==> src/hdl/reversible_deque_engine_assert.svh <==
// Assertion macros for the deque engine RTL
`ifndef REVERSIBLE_DEQUE_ENGINE_ASSERT_SVH
`define REVERSIBLE_DEQUE_ENGINE_ASSERT_SVH

// Same-cycle implication, checked outside reset
`define RDE_ASSERT_NOW(lbl, ante, cons, msg) \
  lbl: assert property (@(posedge clk) disable iff (!rst_n) (ante) |-> (cons)) else $error(msg);

// Next-cycle implication, checked outside reset
`define RDE_ASSERT_NEXT(lbl, ante, cons, msg) \
  lbl: assert property (@(posedge clk) disable iff (!rst_n) (ante) |=> (cons)) else $error(msg);

`endif

==> src/hdl/rde_pkg.sv <==
// Package: operation codes and result status type for the deque engine
`timescale 1ns / 1ps

package rde_pkg;

  // Operation codes carried in the func field
  typedef enum logic [2:0] {
    OP_CLEAR   = 3'd0,
    OP_APPEND  = 3'd1,
    OP_REVERSE = 3'd2,
    OP_DELETE  = 3'd3,
    OP_DRAIN   = 3'd4
  } op_t;

  localparam int unsigned FUNC_W  = 3;
  localparam int unsigned VALUE_W = 16;
  localparam int unsigned COUNT_W = 11;

  // Status of one item, handed from the controller to the result stages
  typedef struct packed {
    logic               pop;
    logic               err;
    logic               ovf;
    logic [COUNT_W-1:0] count;
  } rsp_t;

endpackage

==> src/hdl/rde_ctrl.sv <==
// Deque controller: pointers, flags and store access for each accepted word
`timescale 1ns / 1ps

module rde_ctrl #(
  parameter int unsigned DEPTH      = 1024,
  parameter int unsigned DATA_WIDTH = 16
) (
  input  logic                                 clk,
  input  logic                                 rst_n,
  input  logic                                 accept,
  input  logic [rde_pkg::FUNC_W-1:0]           func,
  input  logic [rde_pkg::VALUE_W-1:0]          value,
  output logic                                 mem_we,
  output logic [$clog2(DEPTH)-1:0]             mem_waddr,
  output logic [DATA_WIDTH-1:0]                mem_wdata,
  output logic                                 mem_re,
  output logic [$clog2(DEPTH)-1:0]             mem_raddr,
  output rde_pkg::rsp_t                        rsp
);

  localparam int unsigned PW = $clog2(DEPTH);
  localparam int unsigned CW = $clog2(DEPTH + 1);
  localparam int unsigned SW = CW + 1;

  logic [PW-1:0] head_r, head_nxt;
  logic [CW-1:0] count_r, count_nxt;
  logic          rev_r, rev_nxt;
  logic          err_r, err_nxt;
  logic          ovf;
  logic          pop;
  logic          full;
  logic          empty;

  // Physical index of head + offset, wrapped once at DEPTH
  function automatic logic [PW-1:0] ring(input logic [PW-1:0] base,
                                         input logic [CW-1:0] off);
    logic [SW-1:0] sum;
    sum = SW'(base) + SW'(off);
    if (sum >= SW'(DEPTH)) begin
      sum = sum - SW'(DEPTH);
    end
    return PW'(sum);
  endfunction

  assign full  = (count_r == CW'(DEPTH));
  assign empty = (count_r == '0);

  // Next state and store access
  always_comb begin
    head_nxt  = head_r;
    count_nxt = count_r;
    rev_nxt   = rev_r;
    err_nxt   = err_r;
    ovf       = 1'b0;
    pop       = 1'b0;
    mem_we    = 1'b0;
    mem_re    = 1'b0;
    mem_waddr = ring(head_r, count_r);
    mem_wdata = DATA_WIDTH'(value);
    mem_raddr = rev_r ? ring(head_r, count_r - CW'(1)) : head_r;
    if (accept) begin
      unique case (rde_pkg::op_t'(func))
        rde_pkg::OP_CLEAR: begin
          head_nxt  = '0;
          count_nxt = '0;
          rev_nxt   = 1'b0;
          err_nxt   = 1'b0;
        end
        rde_pkg::OP_APPEND: begin
          if (!err_r) begin
            if (full) begin
              ovf = 1'b1;
            end else begin
              mem_we    = 1'b1;
              count_nxt = count_r + CW'(1);
            end
          end
        end
        rde_pkg::OP_REVERSE: begin
          if (!err_r) begin
            rev_nxt = !rev_r;
          end
        end
        rde_pkg::OP_DELETE: begin
          if (!err_r) begin
            if (empty) begin
              err_nxt = 1'b1;
            end else begin
              count_nxt = count_r - CW'(1);
              if (!rev_r) begin
                head_nxt = ring(head_r, CW'(1));
              end
            end
          end
        end
        rde_pkg::OP_DRAIN: begin
          if (!empty) begin
            mem_re    = 1'b1;
            pop       = 1'b1;
            count_nxt = count_r - CW'(1);
            if (!rev_r) begin
              head_nxt = ring(head_r, CW'(1));
            end
          end
        end
        default: begin
          // unused codes report status only
        end
      endcase
    end
  end

  // Status after this word
  assign rsp.pop   = pop;
  assign rsp.err   = err_nxt;
  assign rsp.ovf   = ovf;
  assign rsp.count = rde_pkg::COUNT_W'(count_nxt);

  // State registers
  always_ff @(posedge clk) begin
    if (!rst_n) begin
      head_r  <= '0;
      count_r <= '0;
      rev_r   <= 1'b0;
      err_r   <= 1'b0;
    end else begin
      head_r  <= head_nxt;
      count_r <= count_nxt;
      rev_r   <= rev_nxt;
      err_r   <= err_nxt;
    end
  end

endmodule
==> config.mk <==
export PLATFORM = sky130hd
export DESIGN_NAME = rde_ctrl
export DESIGN_NICKNAME = d
export VERILOG_FILES = /design/src/hdl/reversible_deque_engine_assert.svh /design/src/hdl/rde_pkg.sv /design/src/hdl/rde_ctrl.sv
export SDC_FILE = /design/constraint.sdc
export NUM_CORES = 1
export LEC_CHECK = 0
export BUFFER_PORTS_ARGS = -buffer_cell sky130_fd_sc_hd__buf_2
export CORE_MARGIN = 5
export CORE_UTILIZATION = 45
export DETAILED_ROUTE_END_ITERATION = 8
export GPL_TIMING_DRIVEN = 1
export PLACE_DENSITY = 0.72
export REMOVE_ABC_BUFFERS = 1
export SLEW_MARGIN = 20
export SYNTH_ARGS = -nofsm -noshare
export SYNTH_HDL_FRONTEND = slang
export SYNTH_SLANG_ARGS = --single-unit
==> constraint.sdc <==
create_clock -name clk -period 2.92 [get_ports clk]
set_clock_uncertainty 0.2 [all_clocks]
set_input_delay 0.438 -clock clk [delete_from_list [all_inputs] [get_ports clk]]
set_output_delay 0.438 -clock clk [all_outputs]
set_load 0.02 [all_outputs]
==> results of run 1 <==
[flip-flops by register name, indices dropped and copies added (netlist names)]
signal,flops
count_r,11
err_r,1
head_r,10
rev_r,1
[layer usage]
layer / share of wire [%] / track usage (%) / up-vias
met5: 0 / 0 / -
met4: 2.9 / 6.60 / 0
met3: 6.6 / 4.25 / 29
met2: 49 / 34.0 / 141
met1: 41 / 25.1 / 1520
li1: - / - / 1478
[critical path: stages, from the launching register on]
cell and delay [ns]:
dfxtp_2 0.36, inv_4 0.08, ha_4 0.13, nor3b_4 0.25
buf_4 0.17, nand2_4 0.05, xnor2_2 0.14, ha_1 0.36
nand2_1 0.11, o31ai_4 0.19, xnor2_1 0.14, nand2_1 0.08
xnor2_1 0.18, buf_4 0.16
[per-stage QoR]
step           instances  setup TNS (ns)  utilization (%)  power [W]
2_1_floorplan        332          -0.621                -   0.000463
3_3_place_gp         500          -0.376             52.5   0.000548
3_5_place_dp         500          -0.569             52.5   0.000551
4_1_cts              511           -2.35             57.4   0.000783
5_1_grt              524           -4.49             62.5   0.000856
6_report             524           -2.88             62.5   0.000824
[final cells by class]
class | count | area (sq um)
Multi-Input combinational cell | 293 | 2480
Fill cell | 479 | 2380
Timing Repair Buffer | 111 | 812
Sequential cell | 23 | 472
Tap cell | 77 | 96.3
Inverter | 16 | 65.1
Clock buffer | 3 | 41.3
Clock inverter | 1 | 5.00
[what timing repair did]
item	CTS	global route
pin swaps	27	30
setup endpoints to repair	22	23
setup buffers	8	14
resized for setup	57	55
[kinds of logic after synthesis]
| family | share of synthesized area (%) |
|---|---|
| AO/OA/AOI/OAI | 25.1 |
| adder cells (fa/ha/maj) | 11.2 |
| buffers and inverters | 11.6 |
| XOR/XNOR | 6.86 |
| AND/OR/NAND/NOR | 27.0 |
| flip-flops | 15.7 |
| multiplexers | 2.64 |
[where the power goes]
group	switching [W]	total, W	leakage, nW	internal [W]
registers	0.00000867	0.000324	0.189	0.000315
logic	0.000150	0.000281	1.59	0.000131
clock network	0.000124	0.000220	0.0255	0.0000960
total	0.000282	0.000824	1.81	0.000542
[how the worst min path moves through the flow]
stage                         start        end
final                     head_r[9]  head_r[9]
after global routing      head_r[4]  head_r[4]
after CTS                 head_r[9]  head_r[9]
after detailed placement  head_r[3]  head_r[3]
after global placement    head_r[9]  head_r[9]
after floorplan           head_r[9]  head_r[9]
[placed cells by master, fill, tap and decap left out, drive strengths merged, types with 16 or more instances in the layout]
| cell type | instances |
|---|---|
| buf | 111 |
| o21ai | 31 |
| nor2 | 25 |
| nand2 | 23 |
| dfxtp | 23 |
| ha | 23 |
| and2 | 17 |
| xnor2 | 17 |
| inv | 16 |
| a21oi | 16 |
==> results.toml, run 1 <==
[synthesis]
synth_top_area_share_pct = 15.7
async_reset_ff_share_pct = 0
yosysSeqAreaShare_pct = 15.7
ys_warn_count = 0
synth_area_sq_mm = 0.00294
ys_ff_latch = 23
synth_area_per_cell_sq_um = 7.86
synth_largest_area_cell = "dfxtp_1"
synth-edff-count = 0
synth_ff_type = "dfxtp_1"
netlist_instances = 374
synth_commonest_cells = "nor2_1, o21ai_0, dfxtp_1, ha_1, buf_4"
synth_cell_types = 69
synth_area_leaders = "dfxtp_1, ha_1, buf_4"

[drt]
drcViolationCount = 0
wl_per_cell_um = 18.0
routed_wl_mm = 9.43
vias = 3168
drt_iter0_markers = 279
ant_nets = 0
dr.pass1.iters = 4
via_per_inst = 6.05

[timing]
fin_ws_ns = -0.430
period_share_pct = 115
hold_violations = 0
rsz0062_at_grt = "yes"
setup-violations-final = 15
relSlewSlack_pct = 53.0
tightest_slew_ns = 0.705
hold_slack_ns = 0.364
maxSlewViolCount = 0
min_period_ns = 3.35
fmaxAchievable_ghz = 0.299

[setup_path]
worstPathMaxFanout = 3
cp.arrival_ns = 2.71
reg2reg_to = "head_r[8]"
ff2ff_setup_slack_ns = 0.35
worstPathRequired_ns = 2.28
crit_type = "reg2out"
worstSetupStartpointType = "register"
crit_path_end = "mem_raddr[9]"
r2r.worst_path.cells = 9
r2r-start = "count_r[4]"
end_kind = "output port"
cp-startpoint = "count_r[0]"

[place]
dp_hpwl_mm = 6.32
placed_area_sq_mm = 0.00333
place_ws_ns = -0.218
io_buffer_count = 41
gp_congestion = 0.908

[floorplan]
start_util_pct = 46.3
top_level_ports = 74
die_w_um = 90.8
rows = 29
core-area_sq_mm = 0.00635
die-area_sq_mm = 0.00824
die_height_um = 90.8

[clock_network]
cts_sinks = 23
clk_latency_ns = 0.29
cts_made_buffers = 3
cts_tree = "yes"
hold_buffers = 0
clkTransAtPathRegs_ns = 0.10
clk_path_buf_depth = 2
cts_max_level = 1
clockRootBuffer = "clkbuf_8"

[global_route]
grt_pass1_vias = 2904
grt-ovfl-total = 0
antenna_found_initial = 0
grt_max_degree = 24
grt_first_pass_wirelength_mm = 13.9
track_usage_pct = 20.1

[final_layout]
drive_gt1_share_pct = 43.0
nets = 495
design_area_sq_mm = 0.00397
area_delta_synth_final_pct = 35.2
n_antenna_cell = 0

[run_status]
violations = "negative setup slack"
outcome = "finished, violations left"

[power]
peakVddDrop_v = 0.000168
p_per_area_mw_per_mm2 = 208
p_leak_nw = 1.81

[worst_hold_path]
hp-class = "reg2reg"
hold_path_depth = 2

[flow_run]
maxCapViolCount = 0
(Power assumes the default switching activity.)
==> inputs of run 2 (changes only) <==
CORE_ASPECT_RATIO = 0.9   (was unset)
PLACE_DENSITY = 0.81   (was 0.72)
==> run 2 against run 1 <==
Against the previous run:
- the flow still finishes with violations (negative setup slack)
- clock power barely moved
- flip-flop and latch count stayed put
- combinational power about the same
- critical endpoint unchanged
- largest cell class unchanged
==> results.toml, run 2 (synthesized netlist as in run 1, its figures left out) <==
[run_status]
outcome = "finished, violations left"
violations = "negative setup slack"

[power]
p_per_area_mw_per_mm2 = 209
power_w = 0.000826
peakVddDrop_v = 0.000149
p_leak_nw = 1.79

[final_layout]
fin_util_pct = 61.0
drive_gt1_share_pct = 43.8
largest_reg_flops = 11
final_cells = 535
nets = 493
regMostFlops = "count_r"
n_antenna_cell = 0
final_cell_mix = "buf_4, buf_2, nor2_1"
area_delta_synth_final_pct = 34.6
mostFrequentLayoutCell = "buf_4"
top_regs = "count_r (11), head_r (10)"

[floorplan]
core-area_sq_mm = 0.00648
rows = 28
die_height_um = 86.7
start_util_pct = 45.3
top_level_ports = 74
die_w_um = 95.2
die-area_sq_mm = 0.00825

[setup_path]
worstPathMaxFanout = 6
crit_type = "reg2out"
end_kind = "output port"
cp_num_buf_inv = 2
ff2ff_setup_slack_ns = 0.50
path_cells = "buf_4, o31ai_2, nand2_4, ha_4, o21ai_2, o211a_1, o31ai_2, xnor2_1, nand2_1, xnor2_1, buf_4"
worstPathRequired_ns = 2.28
worstSetupStartpointType = "register"
crit_family = "compound AO/OA/AOI/OAI gates"
cpPeakStageDelay_ns = 0.38
cp.arrival_ns = 2.70
crit_slowest_cell = "dfxtp_4"

[timing]
fmaxAchievable_ghz = 0.300
tightest_slew_ns = 0.666
hold_violations = 0
min_period_ns = 3.34
rsz0062_at_grt = "yes"
relSlewSlack_pct = 55.6
fin_ws_ns = -0.419
maxSlewViolCount = 0
period_share_pct = 114
setup-violations-final = 15

[clock_network]
cts_made_buffers = 3
cts_tree = "yes"
clkTransAtPathRegs_ns = 0.09
clk_latency_ns = 0.28
cts_sinks = 23
cts_max_level = 1
clk_path_buf_depth = 2
clockRootBuffer = "clkbuf_8"
hold_buffers = 0

[drt]
ant_nets = 0
drt_iter0_markers = 352
via_per_inst = 6.02
wl_per_cell_um = 18.5
dr.pass1.iters = 5
routed_wl_mm = 9.90
drcViolationCount = 0
vias = 3220

[place]
dp_cells = 514
io_buffer_count = 41
gp_congestion = 0.955
dp_hpwl_mm = 6.36
place_ws_ns = -0.224

[worst_hold_path]
hp-class = "reg2reg"

[flow_run]
maxCapViolCount = 0

[global_route]
antenna_found_initial = 0
grt_pass1_vias = 3043
grt-ovfl-total = 0
grt_max_degree = 24
grt_first_pass_wirelength_mm = 14.5
track_usage_pct = 22.0
[run 2: cell count changes in the layout (fill, tap and decap cells not counted), moves of 2 or more]
cell	before	now
o31ai_4	2	0
dfxtp_2	3	7
buf_2	28	23
buf_6	13	10
buf_4	70	76
dfxtp_1	18	15
o21ai_0	16	19
o21ai_1	10	7
o31ai_2	0	2
ha_1	15	13
[run 2: area by class of cell]
| cell class | count | area (sq um) |
|---|---|---|
| Clock buffer | 4 | 45.0 |
| Multi-Input combinational cell | 293 | 2460 |
| Fill cell | 529 | 2530 |
| Inverter | 16 | 65.1 |
| Sequential cell | 23 | 473 |
| Tap cell | 90 | 113 |
| Timing Repair Buffer | 109 | 798 |
[run 2: power breakdown]
group	switching [W]	internal (W)	total [W]
sequential	0.00000810	0.000316	0.000324
combinational	0.000150	0.000129	0.000279
clock	0.000125	0.0000984	0.000223
[run 2: repair_timing]
item | in CTS | in global routing
buffers inserted | 6 | 11
gates resized for setup | 59 | 50
pin swaps | 26 | 34
gates cloned | 0 | 0
endpoints found under the setup margin | 21 | 24
[run 2: per-layer routing]
metal,up-vias,wire [um],GRT usage (%),share of wire (%)
met5,-,0,0,0
met1,1542,4160,28.2,42
li1,1468,-,-,-
met2,176,4730,36.7,48
met4,0,306,6.68,3.1
met3,34,710,4.60,7.2
[run 2: worst paths after layout]
kind | startpoint | endpoint | cells after the start
hold reg to reg | head_r[9] | head_r[9] | 2
hold / removal | head_r[9] | head_r[9] | 2
setup reg to reg | count_r[3] | head_r[0] | 8
setup / recovery | count_r[2] | mem_raddr[9] | 11
[run 2: tightest hold or removal path, delay by kind of cell, from the launching register on]
| kind | cells | cell delay [ns] |
|---|---|---|
| DFF | 1 | 0.37 |
| AOI/OAI and AO/OA | 2 | 0.16 |
[run 2: metrics by stage]
step,cell area [sq um],hold WS [ns],TNS (ns)
finish,3950,0.371,-2.76
global route,3950,0.401,-3.94
CTS,3680,0.366,-2.60
detailed placement,3360,0.349,-0.796
global placement,3360,0.328,-0.429
floorplan,2660,0.293,-0.621
